<file path="src/sv/rptp_pkg.sv">
`timescale 1ns / 1ps
// ----------------------------------------------------------------------------
// rptp_pkg
// Shared types, codes and constants for the relay peer table policy block.
// ----------------------------------------------------------------------------
package rptp_pkg;

  localparam int TABLE_ENTRIES_DEF = 8;

  localparam int SLOT_W  = 3;
  localparam int TIME_W  = 32;
  localparam int ADDR_W  = 64;
  localparam int PORT_W  = 16;
  localparam int FAM_W   = 8;
  localparam int CNT_W   = 16;
  localparam int CFG_W   = 16;
  localparam int CIDX_W  = 8;

  localparam int IN_DATA_W  = 192;
  localparam int OUT_DATA_W = 152;

  localparam logic [CFG_W-1:0] RESP_TIMEOUT_RST  = 16'd10;
  localparam logic [CFG_W-1:0] MAX_UNANSWERED_RST = 16'd2;

  // Configuration register indexes
  localparam logic [CIDX_W-1:0] CFG_RESPONSE_TIMEOUT = 8'd0;
  localparam logic [CIDX_W-1:0] CFG_MAX_UNANSWERED   = 8'd1;

  // Opcodes
  localparam logic OP_GET = 1'b0;
  localparam logic OP_ADD = 1'b1;

  // Result status codes
  typedef enum logic [1:0] {
    ST_MISS    = 2'd0,
    ST_HIT     = 2'd1,
    ST_REFRESH = 2'd2,
    ST_STORED  = 2'd3
  } status_t;

  typedef struct packed {
    logic              opcode;
    logic [SLOT_W-1:0] slot;     // already reduced modulo the table size
    logic [TIME_W-1:0] now;
    logic [ADDR_W-1:0] addr_high;
    logic [ADDR_W-1:0] addr_low;
    logic [PORT_W-1:0] port;
    logic [FAM_W-1:0]  family;
  } item_t;

  typedef struct packed {
    logic [ADDR_W-1:0] addr_high;
    logic [ADDR_W-1:0] addr_low;
    logic [PORT_W-1:0] port;
    logic [FAM_W-1:0]  family;
    logic [CNT_W-1:0]  miss;
    logic [TIME_W-1:0] last_used;
  } entry_t;

  typedef struct packed {
    status_t           status;
    logic [ADDR_W-1:0] addr_high;
    logic [ADDR_W-1:0] addr_low;
    logic [PORT_W-1:0] port;
    logic [FAM_W-1:0]  family;
  } result_t;

  // Handshake between the front queue and the back engine
  typedef struct packed {
    logic  valid;
    item_t item;
  } queue_out_t;

endpackage

</file>
<file path="src/sv/rptp_front.sv">
`timescale 1ns / 1ps
// ----------------------------------------------------------------------------
// rptp_front
// Accepts input transactions, unpacks and classifies them, and holds them in
// a two-entry queue for the back engine.
// ----------------------------------------------------------------------------
module rptp_front
  import rptp_pkg::*;
#(
  parameter int TABLE_ENTRIES = TABLE_ENTRIES_DEF
) (
  input  logic                 clk,
  input  logic                 rst_n,
  input  logic                 in_tvalid,
  output logic                 in_tready,
  input  logic [IN_DATA_W-1:0] in_tdata,
  input  logic [0:0]           in_tuser,
  output queue_out_t           q_out,
  input  logic                 q_pop
);

  item_t       buf_r [2];
  logic        wr_ptr_r, wr_ptr_nxt;
  logic        rd_ptr_r, rd_ptr_nxt;
  logic [1:0]  count_r, count_nxt;
  logic        push;
  item_t       item_in;
  logic [SLOT_W:0] slot_red;

  // Reduce the random slot into the table range by repeated subtraction;
  // three steps cover tables of two or more entries.
  always_comb begin
    slot_red = {1'b0, in_tdata[SLOT_W-1:0]};
    for (int k = 0; k < 3; k++) begin
      if (int'(slot_red) >= TABLE_ENTRIES) begin
        slot_red = slot_red - (SLOT_W+1)'(TABLE_ENTRIES);
      end
    end
  end

  always_comb begin
    item_in.opcode    = in_tuser[0];
    item_in.slot      = slot_red[SLOT_W-1:0];
    item_in.now       = in_tdata[34:3];
    item_in.addr_high = in_tdata[98:35];
    item_in.addr_low  = in_tdata[162:99];
    item_in.port      = in_tdata[178:163];
    item_in.family    = in_tdata[186:179];
  end

  assign in_tready   = (count_r != 2'd2);
  assign push        = in_tvalid && in_tready;
  assign q_out.valid = (count_r != 2'd0);
  assign q_out.item  = buf_r[rd_ptr_r];

  always_comb begin
    wr_ptr_nxt = wr_ptr_r;
    rd_ptr_nxt = rd_ptr_r;
    count_nxt  = count_r;
    if (push) begin
      wr_ptr_nxt = ~wr_ptr_r;
    end
    if (q_pop && q_out.valid) begin
      rd_ptr_nxt = ~rd_ptr_r;
    end
    if (push && !(q_pop && q_out.valid)) begin
      count_nxt = count_r + 2'd1;
    end else if (!push && q_pop && q_out.valid) begin
      count_nxt = count_r - 2'd1;
    end
  end

  always_ff @(posedge clk) begin
    if (!rst_n) begin
      wr_ptr_r <= 1'b0;
      rd_ptr_r <= 1'b0;
      count_r  <= 2'd0;
    end else begin
      wr_ptr_r <= wr_ptr_nxt;
      rd_ptr_r <= rd_ptr_nxt;
      count_r  <= count_nxt;
    end
  end

  always_ff @(posedge clk) begin
    if (push) begin
      buf_r[wr_ptr_r] <= item_in;
    end
  end

endmodule

</file>
<file path="src/sv/rptp_back.sv">
`timescale 1ns / 1ps
// ----------------------------------------------------------------------------
// rptp_back
// Peer table engine: probes the table for get transactions, walks it for add
// transactions, updates entries and registers one result per transaction.
// ----------------------------------------------------------------------------
module rptp_back
  import rptp_pkg::*;
#(
  parameter int TABLE_ENTRIES = TABLE_ENTRIES_DEF
) (
  input  logic             clk,
  input  logic             rst_n,
  input  logic [CFG_W-1:0] response_timeout,
  input  logic [CFG_W-1:0] max_unanswered,
  input  queue_out_t       q_in,
  output logic             q_pop,
  output logic             out_valid,
  input  logic             out_ready,
  output result_t          out_result
);

  localparam int IDX_W = (TABLE_ENTRIES > 1) ? $clog2(TABLE_ENTRIES) : 1;
  localparam logic [IDX_W-1:0] LAST_IDX = IDX_W'(TABLE_ENTRIES - 1);

  typedef enum logic [4:0] {
    S_IDLE  = 5'b00001,
    S_PROBE = 5'b00010,
    S_WALK  = 5'b00100,
    S_STORE = 5'b01000,
    S_RESP  = 5'b10000
  } state_t;

  state_t state_r, state_nxt;

  entry_t mem [TABLE_ENTRIES];
  logic [TABLE_ENTRIES-1:0] valid_r, valid_nxt;

  logic             rd_en;
  logic [IDX_W-1:0] rd_addr;
  entry_t           rd_data_r;
  logic             rd_valid_r;
  logic             wr_en;
  logic [IDX_W-1:0] wr_addr;
  entry_t           wr_data;
  entry_t           ent;

  item_t             cur_r, cur_nxt;
  logic [IDX_W-1:0]  idx_r, idx_nxt;
  logic [IDX_W-1:0]  cand_r, cand_nxt;
  logic [CNT_W-1:0]  cand_miss_r, cand_miss_nxt;
  logic [TIME_W-1:0] cand_time_r, cand_time_nxt;
  result_t           res_r, res_nxt;
  result_t           out_r, out_nxt;
  logic              out_valid_r, out_valid_nxt;

  logic [IDX_W-1:0] slot_idx;
  logic             under;
  logic             timed_out;
  logic             hit;
  logic             match;
  logic             take;

  // Entries that were never stored read as all zero.
  assign ent      = rd_valid_r ? rd_data_r : '0;
  assign slot_idx = IDX_W'(cur_r.slot);

  assign under     = ent.miss < max_unanswered;
  assign timed_out = ({1'b0, ent.last_used} + {17'd0, response_timeout})
                     <= {1'b0, cur_r.now};
  assign hit       = rd_valid_r && (under || !timed_out);
  assign match     = rd_valid_r && (cur_r.port != '0) && (ent.port == cur_r.port) &&
                     (ent.addr_high == cur_r.addr_high) &&
                     (ent.addr_low == cur_r.addr_low) &&
                     (ent.family == cur_r.family);
  assign take      = !rd_valid_r || ((ent.miss != '0) &&
                     ((cand_miss_r == '0) || (ent.last_used < cand_time_r)));

  always_comb begin
    state_nxt     = state_r;
    valid_nxt     = valid_r;
    cur_nxt       = cur_r;
    idx_nxt       = idx_r;
    cand_nxt      = cand_r;
    cand_miss_nxt = cand_miss_r;
    cand_time_nxt = cand_time_r;
    res_nxt       = res_r;
    out_nxt       = out_r;
    out_valid_nxt = out_valid_r && !out_ready;
    q_pop         = 1'b0;
    rd_en         = 1'b0;
    rd_addr       = slot_idx;
    wr_en         = 1'b0;
    wr_addr       = slot_idx;
    wr_data       = ent;

    case (state_r)
      S_IDLE: begin
        if (q_in.valid) begin
          q_pop     = 1'b1;
          cur_nxt   = q_in.item;
          rd_en     = 1'b1;
          rd_addr   = IDX_W'(q_in.item.slot);
          state_nxt = S_PROBE;
        end
      end
      S_PROBE: begin
        if (cur_r.opcode == OP_GET) begin
          res_nxt = '0;
          if (hit) begin
            res_nxt.status    = ST_HIT;
            res_nxt.addr_high = ent.addr_high;
            res_nxt.addr_low  = ent.addr_low;
            res_nxt.port      = ent.port;
            res_nxt.family    = ent.family;
            wr_en             = 1'b1;
            wr_data.miss      = ent.miss + CNT_W'(1);
            if (under) begin
              wr_data.last_used = cur_r.now;
            end
          end else begin
            res_nxt.status = ST_MISS;
          end
          state_nxt = S_RESP;
        end else begin
          // The probed slot is the first victim candidate.
          cand_nxt      = slot_idx;
          cand_miss_nxt = ent.miss;
          cand_time_nxt = ent.last_used;
          idx_nxt       = '0;
          rd_en         = 1'b1;
          rd_addr       = '0;
          state_nxt     = S_WALK;
        end
      end
      S_WALK: begin
        if (match) begin
          wr_en          = 1'b1;
          wr_addr        = idx_r;
          wr_data.miss   = '0;
          res_nxt        = '0;
          res_nxt.status = ST_REFRESH;
          state_nxt      = S_RESP;
        end else begin
          if (take) begin
            cand_nxt      = idx_r;
            cand_miss_nxt = ent.miss;
            cand_time_nxt = ent.last_used;
          end
          if (idx_r == LAST_IDX) begin
            state_nxt = S_STORE;
          end else begin
            idx_nxt = idx_r + IDX_W'(1);
            rd_en   = 1'b1;
            rd_addr = idx_r + IDX_W'(1);
          end
        end
      end
      S_STORE: begin
        wr_en             = 1'b1;
        wr_addr           = cand_r;
        wr_data.addr_high = cur_r.addr_high;
        wr_data.addr_low  = cur_r.addr_low;
        wr_data.port      = cur_r.port;
        wr_data.family    = cur_r.family;
        wr_data.miss      = '0;
        wr_data.last_used = cand_time_r;
        valid_nxt[cand_r] = 1'b1;
        res_nxt           = '0;
        res_nxt.status    = ST_STORED;
        state_nxt         = S_RESP;
      end
      S_RESP: begin
        if (!out_valid_r || out_ready) begin
          out_valid_nxt = 1'b1;
          out_nxt       = res_r;
          state_nxt     = S_IDLE;
        end
      end
      default: begin
        state_nxt = S_IDLE;
      end
    endcase
  end

  always_ff @(posedge clk) begin
    if (!rst_n) begin
      state_r     <= S_IDLE;
      valid_r     <= '0;
      out_valid_r <= 1'b0;
    end else begin
      state_r     <= state_nxt;
      valid_r     <= valid_nxt;
      out_valid_r <= out_valid_nxt;
    end
  end

  always_ff @(posedge clk) begin
    cur_r       <= cur_nxt;
    idx_r       <= idx_nxt;
    cand_r      <= cand_nxt;
    cand_miss_r <= cand_miss_nxt;
    cand_time_r <= cand_time_nxt;
    res_r       <= res_nxt;
    out_r       <= out_nxt;
  end

  // Table storage: one read and one write port, registered read data.
  always_ff @(posedge clk) begin
    if (rd_en) begin
      rd_data_r  <= mem[rd_addr];
      rd_valid_r <= valid_r[rd_addr];
    end
    if (wr_en) begin
      mem[wr_addr] <= wr_data;
    end
  end

  assign out_valid  = out_valid_r;
  assign out_result = out_r;

`ifndef ASSERT_OFF
  a_valid_monotonic: assert property (@(posedge clk) disable iff (!rst_n)
    $countones(valid_r) >= $past($countones(valid_r)))
    else $error("peer table lost a valid entry");

  a_walk_steps: assert property (@(posedge clk) disable iff (!rst_n)
    (state_r == S_WALK && $past(state_r == S_WALK)) |-> (idx_r == $past(idx_r) + IDX_W'(1)))
    else $error("table walk skipped or repeated an entry");

  a_store_sets_valid: assert property (@(posedge clk) disable iff (!rst_n)
    (state_r == S_STORE) |=> valid_r[$past(cand_r)])
    else $error("stored entry not marked valid");

  a_result_from_resp: assert property (@(posedge clk) disable iff (!rst_n)
    (out_valid_r && !$past(out_valid_r)) |-> $past(state_r == S_RESP))
    else $error("result presented outside the response step");
`endif

endmodule

</file>
<file path="src/sv/relay_peer_table_policy.sv">
`timescale 1ns / 1ps
// ----------------------------------------------------------------------------
// relay_peer_table_policy
// Relay peer table: get transactions probe a random entry and return its peer
// under the miss-count and timeout rules; add transactions refresh a matching
// peer or store it over a victim entry.
//
// Channel  Dir  Handshake          Payload
// in_      in   tvalid / tready    tuser: opcode; tdata: slot, time, peer
// out_     out  tvalid / tready    tuser: status; tdata: chosen peer
// cfg_     in   valid / ready      index, data (timeout, max unanswered)
//
// A get transaction goes from the queue head through the probe and response
// states to the output register; an add also walks the table through its
// single read port, one entry per cycle; a match ends the walk early, else
// the peer is stored over the victim entry.
// The front queue holds two transactions, so up to two inputs are accepted
// while the engine works or while a result waits on out_tready.
// Reset is synchronous and clears the valid marks; no clearing pass is needed.
// Configuration writes are accepted every cycle.
// ----------------------------------------------------------------------------
module relay_peer_table_policy
  import rptp_pkg::*;
#(
  parameter int TABLE_ENTRIES = TABLE_ENTRIES_DEF
) (
  input  logic                  clk,
  input  logic                  rst_n,
  // Input stream
  input  logic                  in_tvalid,
  output logic                  in_tready,
  // [2:0] random_slot, [34:3] now_seconds, [98:35] addr_high,
  // [162:99] addr_low, [178:163] port_number, [186:179] addr_family, rest zero
  input  logic [IN_DATA_W-1:0]  in_tdata,
  // [0] opcode
  input  logic [0:0]            in_tuser,
  // Result stream
  output logic                  out_tvalid,
  input  logic                  out_tready,
  // [63:0] peer_addr_high, [127:64] peer_addr_low, [143:128] peer_port,
  // [151:144] peer_family
  output logic [OUT_DATA_W-1:0] out_tdata,
  // [1:0] status
  output logic [1:0]            out_tuser,
  // Configuration writes
  input  logic                  cfg_valid,
  output logic                  cfg_ready,
  input  logic [CIDX_W-1:0]     cfg_index,
  input  logic [CFG_W-1:0]      cfg_data
);

  logic [CFG_W-1:0] resp_timeout_r, resp_timeout_nxt;
  logic [CFG_W-1:0] max_unans_r, max_unans_nxt;
  queue_out_t       q_head;
  logic             q_pop;
  result_t          result;

  assign cfg_ready = 1'b1;

  always_comb begin
    resp_timeout_nxt = resp_timeout_r;
    max_unans_nxt    = max_unans_r;
    if (cfg_valid) begin
      case (cfg_index)
        CFG_RESPONSE_TIMEOUT: resp_timeout_nxt = cfg_data;
        CFG_MAX_UNANSWERED:   max_unans_nxt    = cfg_data;
        default: begin
        end
      endcase
    end
  end

  always_ff @(posedge clk) begin
    if (!rst_n) begin
      resp_timeout_r <= RESP_TIMEOUT_RST;
      max_unans_r    <= MAX_UNANSWERED_RST;
    end else begin
      resp_timeout_r <= resp_timeout_nxt;
      max_unans_r    <= max_unans_nxt;
    end
  end

  rptp_front #(
    .TABLE_ENTRIES(TABLE_ENTRIES)
  ) u_front (
    .clk       (clk),
    .rst_n     (rst_n),
    .in_tvalid (in_tvalid),
    .in_tready (in_tready),
    .in_tdata  (in_tdata),
    .in_tuser  (in_tuser),
    .q_out     (q_head),
    .q_pop     (q_pop)
  );

  rptp_back #(
    .TABLE_ENTRIES(TABLE_ENTRIES)
  ) u_back (
    .clk              (clk),
    .rst_n            (rst_n),
    .response_timeout (resp_timeout_r),
    .max_unanswered   (max_unans_r),
    .q_in             (q_head),
    .q_pop            (q_pop),
    .out_valid        (out_tvalid),
    .out_ready        (out_tready),
    .out_result       (result)
  );

  assign out_tuser = result.status;
  assign out_tdata = {result.family, result.port, result.addr_low, result.addr_high};

endmodule
</file>
<file path="config.mk">
export PLATFORM = sky130hd
export DESIGN_NAME = relay_peer_table_policy
export DESIGN_NICKNAME = d
export VERILOG_FILES = /design/src/sv/rptp_pkg.sv /design/src/sv/rptp_front.sv /design/src/sv/rptp_back.sv /design/src/sv/relay_peer_table_policy.sv
export SDC_FILE = /design/constraint.sdc
export NUM_CORES = 2
export LEC_CHECK = 0
export BUFFER_PORTS_ARGS = -buffer_cell sky130_fd_sc_hd__clkbuf_2
export CAP_MARGIN = 25
export CORE_MARGIN = 1
export CORE_UTILIZATION = 45
export CTS_CLUSTER_SIZE = 12
export DETAILED_ROUTE_END_ITERATION = 10
export GPL_TIMING_DRIVEN = 0
export PLACE_DENSITY = 0.7
export SLEW_MARGIN = 5
export SYNTH_ARGS = -nofsm -noshare
export SYNTH_HDL_FRONTEND = slang
export SYNTH_SLANG_ARGS = --single-unit
</file>
<file path="constraint.sdc">
create_clock -name clk -period 34.9 [get_ports clk]
set_input_delay 0 -clock clk [delete_from_list [all_inputs] [get_ports clk]]
set_output_delay 0 -clock clk [all_outputs]
set_load 0.005 [all_outputs]
</file>
==> reports/qor.yml <==
peakVddDrop_uv: 64.1
min_period_over_period: 0.429
wl_mm: 341
power.density_nw_per_um2: 71.4
portBuffers: 372
antenna_found_initial: 28
rr_worst_depth: 43
grt_usage: 0.268
syn_area_sq_um: 112000
required_ns: 35.58
htree_levels: 5
hp-class: "in -> reg"
grt_pass1_vias: 64900
via_per_inst: 5.85
setup_viol: 0
skew_ns: 0.101
layout-drive-gt1-share: 0.284
cts_sinks: 2778
setup_tns_ns: 0
first_pass_iters: 8
synth-async-reset-ratio: 0
drcViolationCount: 0
grt_max_degree: 88
cts_tree: "built"
fin_area_sq_um: 135000
min_period_ns: 14.97
cp.arrival_ns: 15.65
drv_slew: 0
ys_types: 87
dieHeight_microns: 501
utilization: 0.546
crit_path_end_kind: "register"
final_nets: 8024
core_area_sq_um: 247000
cts_buffers: 303
overflow: 0
max_slew.worst_pin.slew_ns: 1.09
path_clk_slew_ns: 0.06
critPathSlowestCell: "a32oi_1"
ys_seq_area_frac: 0.740
yosys_warnings: 0
outcome: "completed"
cts-root-buf: "clkbuf_16"
vias: 65600
path_buf_inv: 21
grt_pass1_wl_mm: 475
die_area_sq_um: 251000
areaGrowthSynthToFinish_pct: 20.3
hold_viol_final: 0
grt_setup_unrepaired: "false"
avgSynthCellArea_sq_um: 18.0
cp_common_cell: "buf_4"
io_pins: 379
pre_cts_ws_ns: 20.36
ctsLongestPathBuffers: 4
critical_path_class: "reg -> reg"
max_stage_delay_ns: 1.02
gp_congestion: 0.960
die_w_microns: 501
postRouteAntennaNets: 0
hold_depth: 4
synth-main-ff-cell: "edfxtp_1"
p_leak_nw: 46.9
crit_cells: 43
synth-edff-count: 2727
critical-path-top-delay-family: "buffers and inverters"
initial_core_util: 0.454
wl_per_cell_microns: 30.4
max_cap_violations: 0
place_area_sq_um: 122000
startpoint_type: "register"
synth_seq_cells: 2778
worstSkewPairLatency_ns: 0.97
synthCells: 6205
syn_nets: 6515
fmax_ghz: 0.0668
path_max_fanout: 10
core.rowCount: 182
fin_ws_ns: 19.93
dpl.hpwl_mm: 242
relSlewSlack: 0.269
first_iter_violations: 8945
==> tightest hold or removal path: stages <==
cell           delay (ns)
dlygate4sd3_1        0.58
clkbuf_2             0.18
a21oi_1              0.15
o21a_1               0.12
==> cell usage in the layout, fill, tap and decap left out, types with 15 or more instances in the layout <==
cell / instances
clkbuf_1: 187
mux2i_1: 42
nand4_1: 33
clkinv_2: 19
buf_6: 81
buf_2: 80
buf_12: 16
clkinv_1: 41
dfxtp_1: 51
nor3_1: 23
buf_4: 328
mux2_1: 268
nand2_1: 340
inv_1: 171
nor4_1: 38
dlygate4sd3_1: 424
a21oi_1: 77
a21o_1: 28
diode_2: 19
clkbuf_2: 382
buf_16: 16
mux2_2: 724
a22oi_1: 41
o21ai_0: 118
buf_1: 16
and2_1: 187
edfxtp_1: 2727
ha_1: 87
nand2b_1: 40
nor2_1: 71
clkbuf_16: 306
xor2_1: 27
and3_1: 20
mux4_2: 201
xnor2_1: 46
o22ai_1: 38
a31oi_1: 15
nor2b_1: 75
nand4b_1: 17
nand3_1: 194
==> path summary, 6_finish.rpt <==
check / end / slack, ns / startpoint
worst min-delay path: u_front.count_r[1] / 0.12 / in_tvalid
worst max-delay path: u_back.mem[7][88] / 19.93 / u_back.rd_valid_r
worst min register to register: u_back.out_result[111] / 0.36 / u_back.res_r[111]
worst max register to register: u_back.mem[7][88] / 19.93 / u_back.rd_valid_r
==> routing by layer <==
| layer | track usage | share of wire | vias up |
|---|---|---|---|
| li1 | - | - | 27300 |
| met1 | 0.347 | 0.37 | 33300 |
| met2 | 0.420 | 0.46 | 4165 |
| met3 | 0.0603 | 0.11 | 771 |
| met4 | 0.150 | 0.062 | 4 |
| met5 | 0 | 0.000079 | - |
==> flip-flops by register name (all words and copies together), names as in the netlist, 2 cells and up, named ones only <==
| name | flops |
|---|---|
| max_unans_r | 16 |
| resp_timeout_r | 16 |
| u_back.cand_miss_r | 16 |
| u_back.cand_r | 3 |
| u_back.cand_time_r | 32 |
| u_back.cur_r | 185 |
| u_back.idx_r | 3 |
| u_back.mem | 1600 |
| u_back.out_result | 154 |
| u_back.rd_data_r | 200 |
| u_back.res_r | 154 |
| u_back.slot_idx | 3 |
| u_back.state_r | 5 |
| u_back.valid_r | 8 |
| u_front.buf_r | 376 |
| u_front.count_r | 2 |
==> Yosys cell counts (all sizes together), types with 28 or more instances <==
cell type,n,share of area
edfxtp,2727,0.73
mux2,992,0.10
nand2,340,0.011
mux4,201,0.040
nand3,194,0.0087
and2,189,0.011
inv,176,0.0059
buf,151,0.010
clkbuf,128,0.0043
o21ai,122,0.0055
ha,87,0.0097
a21oi,78,0.0035
nor2b,76,0.0042
nor2,73,0.0024
dfxtp,51,0.0091
nor4,47,0.0028
xnor2,46,0.0036
mux2i,42,0.0038
a22oi,41,0.0027
nand2b,40,0.0022
o22ai,38,0.0021
nand4,33,0.0018
a21o,28,0.0019
==> per-stage QoR <==
stage,cells,total power [mW],hold WS (ns)
2_1_floorplan,6205,5.74,0.0989
3_3_place_gp,9889,6.65,0.189
3_5_place_dp,10300,6.68,0.193
4_1_cts,11200,9.58,0.0628
5_1_grt,11200,9.85,0.116
6_report,11200,9.62,0.117
==> what timing repair did <==
item                      in CTS  in global routing
resized for setup              0                  0
buffers inserted               0                  0
hold buffers                 424                  0
hold endpoints to repair     541                  0
==> power breakdown <==
group	leakage (nW)	switching, mW	internal [mW]
Combinational	17.2	1.33	1.02
Clock	4.19	1.24	1.65
Sequential	25.5	0.317	4.06
==> cells by family after synthesis <==
logic type / Yosys count / share of synthesized area
and+or+nand+nor: 1105 / 0.0516
muxes: 1235 / 0.144
DFF: 2778 / 0.740
other: 1 / 0.0000335
AOI/OAI and AO/OA: 465 / 0.0278
adders and majority gates: 93 / 0.0103
buffers and inverters: 455 / 0.0203
xor gates and xnor gates: 73 / 0.00571
==> cell type report <==
type,instances,area [sq um]
Clock buffer,377,7950
Multi-Input combinational cell,2972,26900
Clock inverter,83,636
Sequential cell,2778,82900
Antenna cell,19,47.5
Tap cell,3312,4140
Fill cell,18800,112000
Timing Repair Buffer,1204,9790
Buffer,279,1620
Inverter,176,668
No activity file was read; power rests on OpenSTA's default activity.
